===== src/rtl/cdm_pkg.sv =====
// shared constants and types for the clock divider / multiplier
`default_nettype none
package cdm_pkg;

  // default sizes
  localparam int unsigned LANES_DEF      = 8;
  localparam int unsigned COUNT_BITS_DEF = 24;

  // fixed field widths
  localparam int unsigned GATE_W  = 8;
  localparam int unsigned LEVEL_W = 2;
  // widest lane factor (lane number plus one, up to 31)
  localparam int unsigned FACTOR_W = 5;
  // wide enough for lane number plus rotation
  localparam int unsigned DST_W = 5;

  // clock level codes
  localparam logic [LEVEL_W-1:0] LEVEL_ZERO = 2'd0;
  localparam logic [LEVEL_W-1:0] LEVEL_POS  = 2'd1;

  // configuration register indexes
  localparam int unsigned CFG_IDX_W = 1;
  localparam logic [CFG_IDX_W-1:0] REG_MULTIPLY_MODE = 1'b0;
  localparam logic [CFG_IDX_W-1:0] REG_ENABLE        = 1'b1;

  // control from the sequencing logic to every lane
  typedef struct packed {
    logic step;
    logic run;
    logic multiply;
    logic armed;
  } lane_ctl_t;

endpackage
`default_nettype wire


===== src/rtl/cdm_control.sv =====
// edge detection, period measurement, arming and rotation state
`default_nettype none
module cdm_control #(
  parameter int unsigned LANES      = cdm_pkg::LANES_DEF,
  parameter int unsigned COUNT_BITS = cdm_pkg::COUNT_BITS_DEF
) (
  input  wire logic                            clk,
  input  wire logic                            rst,
  input  wire logic                            step,
  input  wire logic                            run,
  input  wire logic                            multiply,
  input  wire logic                            reset_high,
  input  wire logic                            rotate_high,
  input  wire logic [cdm_pkg::LEVEL_W-1:0]     clock_level,
  output cdm_pkg::lane_ctl_t                   ctl,
  output logic [COUNT_BITS-1:0]                period,
  output logic [$clog2(LANES)-1:0]             rotation_now
);

  localparam int unsigned LANE_W = $clog2(LANES);

  logic [LANE_W-1:0]     rotation, rotation_next, rotation_base;
  logic                  rotate_latch, rotate_latch_next;
  logic                  clock_latch, clock_latch_next;
  logic                  period_running, period_running_next;
  logic                  seen_edge, seen_edge_next;
  logic                  armed, armed_next;
  logic [COUNT_BITS-1:0] period_count, period_count_next, period_base;
  logic [COUNT_BITS-1:0] last_period, last_period_next;
  logic                  clock_rise;

  // next state for one request
  always_comb begin
    rotation_base = reset_high ? '0 : rotation;
    if (rotate_high && !rotate_latch) begin
      rotation_next = (rotation_base == LANE_W'(LANES - 1)) ? '0 : rotation_base + 1'b1;
    end else begin
      rotation_next = rotation_base;
    end
    rotate_latch_next = rotate_high;

    clock_rise = (clock_level == cdm_pkg::LEVEL_POS) && !clock_latch;
    if (clock_level == cdm_pkg::LEVEL_POS) begin
      clock_latch_next = 1'b1;
    end else if (clock_level == cdm_pkg::LEVEL_ZERO) begin
      clock_latch_next = 1'b0;
    end else begin
      clock_latch_next = clock_latch;
    end

    period_running_next = period_running | clock_rise;
    last_period_next    = clock_rise ? period_count : last_period;
    armed_next          = armed | (clock_rise & seen_edge);
    seen_edge_next      = seen_edge | clock_rise;

    // period count restarts on a rising clock and saturates
    period_base = clock_rise ? '0 : period_count;
    if (period_running_next && (period_base != '1)) begin
      period_count_next = period_base + 1'b1;
    end else begin
      period_count_next = period_base;
    end
  end

  // state registers
  always_ff @(posedge clk) begin
    if (rst) begin
      rotation       <= '0;
      rotate_latch   <= 1'b0;
      clock_latch    <= 1'b0;
      period_running <= 1'b0;
      seen_edge      <= 1'b0;
      armed          <= 1'b0;
      period_count   <= '0;
      last_period    <= '0;
    end else if (step) begin
      rotation       <= rotation_next;
      rotate_latch   <= rotate_latch_next;
      clock_latch    <= clock_latch_next;
      period_running <= period_running_next;
      seen_edge      <= seen_edge_next;
      armed          <= armed_next;
      period_count   <= period_count_next;
      last_period    <= last_period_next;
    end
  end

  // lanes see this request's updated values
  assign ctl.step     = step;
  assign ctl.run      = run;
  assign ctl.multiply = multiply;
  assign ctl.armed    = armed_next;
  assign period       = last_period_next;
  assign rotation_now = rotation_next;

endmodule
`default_nettype wire


===== src/rtl/cdm_lane.sv =====
// one lane: sample counter with divide or multiply threshold
`default_nettype none
module cdm_lane #(
  parameter int unsigned LANE_NUM   = 0,
  parameter int unsigned COUNT_BITS = cdm_pkg::COUNT_BITS_DEF
) (
  input  wire logic                  clk,
  input  wire logic                  rst,
  input  wire cdm_pkg::lane_ctl_t    ctl,
  input  wire logic [COUNT_BITS-1:0] period,
  output logic                       fire
);

  localparam int unsigned PROD_W = COUNT_BITS + cdm_pkg::FACTOR_W;
  localparam logic [PROD_W-1:0] FACTOR = PROD_W'(LANE_NUM + 1);

  logic [COUNT_BITS-1:0] count, count_next;
  logic [PROD_W-1:0]     count_wide, period_wide;
  logic                  exceeds;

  // count > period/n is the same test as count*n > period
  always_comb begin
    count_wide  = PROD_W'(count);
    period_wide = PROD_W'(period);
    if (ctl.multiply) begin
      exceeds = (count_wide * FACTOR) > period_wide;
    end else begin
      exceeds = count_wide > (period_wide * FACTOR);
    end
    fire = ctl.run && ctl.armed && exceeds;
    if (fire) begin
      count_next = '0;
    end else if (count != '1) begin
      count_next = count + 1'b1;
    end else begin
      count_next = count;
    end
  end

  // counter holds while the lanes are stopped
  always_ff @(posedge clk) begin
    if (rst) begin
      count <= '0;
    end else if (ctl.step && ctl.run) begin
      count <= count_next;
    end
  end

endmodule
`default_nettype wire


===== src/rtl/clock_divider_multiplier.sv =====
// top level: request and result registers, configuration, lanes and output rotation
// an accepted request passes from the request register to the result register
// throughput: one request per cycle while results are taken; the result register frees as it is taken
// all state lives in one pass of logic between the two registers
// reset: synchronous; clears both registers' valid, configuration and all counters
`default_nettype none
module clock_divider_multiplier #(
  parameter int unsigned LANES      = cdm_pkg::LANES_DEF,
  parameter int unsigned COUNT_BITS = cdm_pkg::COUNT_BITS_DEF
) (
  input  wire logic                              clk,
  input  wire logic                              rst,
  input  wire logic                              cfg_we,
  input  wire logic [cdm_pkg::CFG_IDX_W-1:0]     cfg_index,
  input  wire logic                              cfg_data,
  input  wire logic                              in_valid,
  output logic                                   in_ready,
  input  wire logic                              reset_high,
  input  wire logic                              rotate_high,
  input  wire logic [cdm_pkg::LEVEL_W-1:0]       clock_level,
  output logic                                   out_valid,
  input  wire logic                              out_ready,
  output logic [cdm_pkg::GATE_W-1:0]             gate_outputs
);

  localparam int unsigned LANE_W = $clog2(LANES);

  logic                          multiply_mode;
  logic                          enable;
  logic                          req_valid;
  logic                          req_reset;
  logic                          req_rotate;
  logic [cdm_pkg::LEVEL_W-1:0]   req_level;
  logic                          advance;
  cdm_pkg::lane_ctl_t            ctl;
  logic [COUNT_BITS-1:0]         period;
  logic [LANE_W-1:0]             rotation_now;
  logic [LANES-1:0]              fire;
  logic [cdm_pkg::GATE_W-1:0]    gates;
  logic [cdm_pkg::DST_W-1:0]     dst;

  // configuration writes
  always_ff @(posedge clk) begin
    if (rst) begin
      multiply_mode <= 1'b0;
      enable        <= 1'b0;
    end else if (cfg_we) begin
      unique case (cfg_index)
        cdm_pkg::REG_MULTIPLY_MODE: multiply_mode <= cfg_data;
        cdm_pkg::REG_ENABLE:        enable        <= cfg_data;
        default: ;
      endcase
    end
  end

  // handshake: process when the result register is free or being taken
  assign advance  = req_valid && (!out_valid || out_ready);
  assign in_ready = !req_valid || advance;

  // request register
  always_ff @(posedge clk) begin
    if (rst) begin
      req_valid <= 1'b0;
    end else if (in_ready) begin
      req_valid <= in_valid;
    end
  end

  always_ff @(posedge clk) begin
    if (in_ready && in_valid) begin
      req_reset  <= reset_high;
      req_rotate <= rotate_high;
      req_level  <= clock_level;
    end
  end

  // shared sequencing state
  cdm_control #(
    .LANES      (LANES),
    .COUNT_BITS (COUNT_BITS)
  ) u_control (
    .clk          (clk),
    .rst          (rst),
    .step         (advance),
    .run          (enable),
    .multiply     (multiply_mode),
    .reset_high   (req_reset),
    .rotate_high  (req_rotate),
    .clock_level  (req_level),
    .ctl          (ctl),
    .period       (period),
    .rotation_now (rotation_now)
  );

  // lanes
  for (genvar k = 0; k < LANES; k++) begin : g_lane
    cdm_lane #(
      .LANE_NUM   (k),
      .COUNT_BITS (COUNT_BITS)
    ) u_lane (
      .clk    (clk),
      .rst    (rst),
      .ctl    (ctl),
      .period (period),
      .fire   (fire[k])
    );
  end

  // lane k drives output (k + rotation) mod LANES; outputs past the eighth are dropped
  always_comb begin
    gates = '0;
    dst   = '0;
    for (int k = 0; k < LANES; k++) begin
      dst = cdm_pkg::DST_W'(k) + cdm_pkg::DST_W'(rotation_now);
      if (dst >= cdm_pkg::DST_W'(LANES)) begin
        dst = dst - cdm_pkg::DST_W'(LANES);
      end
      if (fire[k] && (dst < cdm_pkg::DST_W'(cdm_pkg::GATE_W))) begin
        gates[dst[2:0]] = 1'b1;
      end
    end
  end

  // result register
  always_ff @(posedge clk) begin
    if (rst) begin
      out_valid <= 1'b0;
    end else if (advance) begin
      out_valid <= 1'b1;
    end else if (out_ready) begin
      out_valid <= 1'b0;
    end
  end

  always_ff @(posedge clk) begin
    if (advance) begin
      gate_outputs <= gates;
    end
  end

endmodule
`default_nettype wire

===== config.mk =====
export PLATFORM = sky130hd
export DESIGN_NAME = clock_divider_multiplier
export DESIGN_NICKNAME = d
export VERILOG_FILES = /design/src/rtl/cdm_pkg.sv /design/src/rtl/cdm_control.sv /design/src/rtl/cdm_lane.sv /design/src/rtl/clock_divider_multiplier.sv
export SDC_FILE = /design/constraint.sdc
export NUM_CORES = 2
export LEC_CHECK = 0
export ABC_AREA = 1
export ABC_CLOCK_PERIOD_IN_PS = 12700
export BUFFER_PORTS_ARGS = -buffer_cell sky130_fd_sc_hd__buf_2
export CAP_MARGIN = 20
export CORE_ASPECT_RATIO = 0.5
export CORE_UTILIZATION = 62
export DETAILED_ROUTE_END_ITERATION = 8
export GPL_ROUTABILITY_DRIVEN = 0
export GPL_TIMING_DRIVEN = 1
export PLACE_DENSITY = 0.78
export SLEW_MARGIN = 10
export SYNTH_ARGS = -nofsm -noshare
export SYNTH_HDL_FRONTEND = slang
export SYNTH_HIERARCHICAL = 1
export SYNTH_SLANG_ARGS = --single-unit

===== constraint.sdc =====
create_clock -name clk -period 12.7 [get_ports clk]
set_input_delay 0.635 -clock clk [delete_from_list [all_inputs] [get_ports clk]]
set_output_delay 0.635 -clock clk [all_outputs]
set_load 0.005 [all_outputs]

==> results.py <==
metrics = {
    "run_status": {
        "status": "finished clean",
    },
    "synthesis": {
        "synth_area_leader_cell": "ha_1",
        "synthTopCellsByArea": "ha_1 (20%), nand2_1 (17%), dfxtp_1 (13%)",
        "syn_area_per_cell_um2": 6.33,
        "synth_compound_area_share_pct": 10.8,
        "synthFlopType": "dfxtp_1",
        "synth_most_common_cell": "nand2_1",
        "synth_top_family_by_area": "simple AND/OR/NAND/NOR gates",
        "synth.distinct_cells": 61,
        "synth_fa_ha_area_share_pct": 22.3,
        "yosysSeqAreaShare_pct": 13.7,
        "synth_fp_nets": 6895,
        "synthesis.area_mm2": 0.0393,
        "synth_edf_count": 12,
        "synth_mux_area_share_pct": 0,
        "yosysWarnings": 6,
        "ys_seq_elements": 264,
        "synth-xor-area-share_pct": 6.93,
        "yosysTopAreaCellShare_pct": 19.5,
        "synth.top_cells.by_count": "nand2_1 (1,767), inv_1 (860), nor2_1 (631), ha_1 (613), a21oi_1 (447)",
        "synth_simple_gate_area_share_pct": 35.1,
        "synthArstFlopShare_pct": 0,
        "postSynthCellCount": 6217,
    },
    "global_route": {
        "antenna_found_initial": 0,
        "grt_pass1_vias": 36500,
        "grt.total_usage_pct": 33.2,
        "grt_max_degree": 65,
        "globalRouteOverflowTotal": 0,
        "grt_first_pass_wirelength_mm": 179,
    },
    "placement": {
        "port_buffers": 20,
        "dp_hpwl_mm": 81.0,
        "place_ws_ps": 6000,
    },
    "routing": {
        "wl_mm": 109,
        "first_pass_iters": 6,
        "vias": 39500,
        "ant_nets": 0,
        "initialDrtViolationCount": 3445,
        "drc_errors": 0,
        "via_per_inst": 5.64,
        "wl_per_cell_um": 15.6,
    },
    "setup_path": {
        "cp.arrival_ps": 7320,
        "cp_common_cell": "nand2_1",
        "critPathRequiredTime_ps": 13210,
        "start_kind": "flop",
        "crit_path_top_delay_cell": "nand2_1",
        "crit_type": "reg -> reg",
        "crit_path_max_incr_delay_ps": 780,
        "crit_fanout": 64,
        "critPathCaptureType": "flop",
    },
    "power": {
        "peakVddDrop_uv": 98.6,
        "p_int_w": 0.00155,
        "power_density_mw_per_mm2": 58.2,
        "p_switching_w": 0.000830,
        "clkPwrFrac_pct": 38.0,
        "p_leak_nw": 21.1,
        "switching_share_pct": 34.9,
        "seqPwrFrac_pct": 37.1,
        "p_comb_share_pct": 24.9,
    },
    "timing": {
        "slew_headroom_pct": 29.5,
        "rsz0062_at_grt": "false",
        "fin_ws_ps": 5890,
        "slew_violations": 0,
        "worstMarginPinSlew_ps": 1050,
        "min_period_ps": 6810,
        "finalSetupViolations": 0,
        "finalHoldViolCount": 0,
        "skew_ps": 45.5,
        "max_freq_ghz": 0.147,
        "fin_setup_tns_ps": 0,
        "finalCritPeriodShare_pct": 53.7,
    },
    "final_layout": {
        "drive_gt1_share_pct": 6.66,
        "nets": 6830,
        "syn_to_final_growth_pct": 3.79,
    },
    "floorplan": {
        "dieArea_mm2": 0.0645,
        "start_util_pct": 63.5,
        "core_area_mm2": 0.0619,
        "num_rows": 64,
        "design.portCount": 21,
        "fp.dieH_um": 180,
        "die_w_um": 358,
    },
    "clocking": {
        "cts_hold_buf": 0,
        "root_buffer": "clkbuf_16",
        "cts.sinks": 264,
        "post_cts_buffers": 0,
        "clockBufferDepth": 3,
        "clk_pin_slew_ps": 60,
        "clkLatencyLatePin_ps": 660,
        "cts_buffers": 29,
        "htree_num_levels": 1,
        "cts_resized": 0,
        "cts_tree": "built",
    },
    "hold_path": {
        "hp-class": "in -> reg",
    },
    "flow_run": {
        "cap_violations": 0,
    },
}
-- layer usage --
metal / global-route usage, % / part of all wire (%) / up-vias
met5: 0 / 0 / -
met4: 8.73 / 2.7 / 0
met3: 4.33 / 7.8 / 196
met2: 54.4 / 44 / 1270
met1: 45.5 / 45 / 18100
li1: - / - / 19900
-- critical path: cells and delay by family, from the launching register on --
| kind | cells | cell delay (ps) |
|---|---|---|
| fa+ha+maj | 3 | 1200 |
| simple gates | 21 | 3240 |
| buf+inv | 1 | 700 |
| compound gates | 5 | 870 |
| flops | 1 | 430 |
| xor+xnor | 1 | 190 |
-- final cells by class --
cell class / instances / area, um2
Fill cell: 5692 / 21100
Sequential cell: 264 / 5410
Clock inverter: 15 / 153
Multi-Input combinational cell: 4895 / 29600
Tap cell: 825 / 1030
Timing Repair Buffer: 57 / 380
Clock buffer: 39 / 803
Antenna cell: 1 / 2.50
Inverter: 905 / 3400
-- path summary, 6_finish.rpt --
path,endpoint,slack [ps],startpoint,cells past startpoint
worst max-delay path,g_lane[6].u_lane/count[5]$_SDFFE_PP0P_,5890,req_level[0]$_DFFE_PP_,31
worst min-delay path,req_rotate$_DFFE_PP_,190,rotate_high,1
worst min register to register,u_control/last_period[22]$_SDFFE_PP0P_,470,u_control/last_period[22]$_SDFFE_PP0P_,2
worst max register to register,g_lane[6].u_lane/count[5]$_SDFFE_PP0P_,5890,req_level[0]$_DFFE_PP_,31
-- cell usage in the layout (no fill, tap or decap), types with 8 or more instances in the layout --
master / synthesis / routed
dfxtp_1: 252 / 252
xor2_1: 198 / 197
inv_2: 37 / 40
o21bai_1: 29 / 29
nor2_2: 26 / 26
xnor2_1: 113 / 113
a21oi_2: 68 / 68
nor2_1: 631 / 631
nand3_2: 48 / 48
a21o_1: 27 / 27
nor2_4: 13 / 13
o21ai_1: 8 / 8
a21oi_1: 447 / 446
nand3b_1: 9 / 9
nand3_1: 392 / 392
nor3_1: 52 / 52
nor3_2: 13 / 13
o21ai_0: 103 / 82
nand2_1: 1767 / 1767
nand4_1: 117 / 117
buf_2: 44 / 19
nor4_1: 21 / 21
edfxtp_1: 12 / 12
buf_4: 14 / 38
inv_1: 860 / 857
o21ai_2: 4 / 21
fa_1: 54 / 54
a31oi_1: 29 / 29
nand2_2: 44 / 44
ha_1: 613 / 613
clkbuf_16: 0 / 29
-- state kept, by name, summed over array words and instances (netlist names), 2 cells and up --
| register | cells |
|---|---|
| u_control/period_count | 24 |
| u_control/rotation | 3 |
| gate_outputs | 8 |
| g_lane.u_lane/count | 192 |
| req_level | 2 |
| u_control/last_period | 24 |
-- kinds of logic (layout without fill, tap and decap cells) --
family | Yosys count | count (layout)
AOI/OAI and AO/OA | 743 | 743
xor gates and xnor gates | 311 | 311
adders and majority gates | 667 | 667
buffers and inverters | 1058 | 1016
DFF | 264 | 264
other | 0 | 1
and+or+nand+nor | 3174 | 3174
-- metrics by stage --
stage / hold slack, ps / cell area, um2 / cells / util (%) / total power, W
2_1_floorplan: 430 / 39300 / 6217 / - / 0.00134
3_3_place_gp: 436 / 39900 / 6946 / 64.4 / 0.00146
3_5_place_dp: 457 / 39900 / 6946 / 64.4 / 0.00148
4_1_cts: 175 / 40800 / 7000 / 65.9 / 0.00238
5_1_grt: 181 / 40800 / 7000 / 65.9 / 0.00250
6_report: 193 / 40800 / 7001 / 65.9 / 0.00238
-- power groups by stage --
| stage | Sequential, W | Clock, W | Combinational (W) |
|---|---|---|---|
| final | 0.000883 | 0.000902 | 0.000592 |
| after global placement | 0.000900 | 0 | 0.000562 |
| after floorplan | 0.000889 | 0 | 0.000450 |
| after global routing | 0.000885 | 0.000942 | 0.000669 |
| after detailed placement | 0.000900 | 0 | 0.000581 |
| after CTS | 0.000882 | 0.000911 | 0.000584 |
Note: power is estimated with default switching activity, not from simulation.
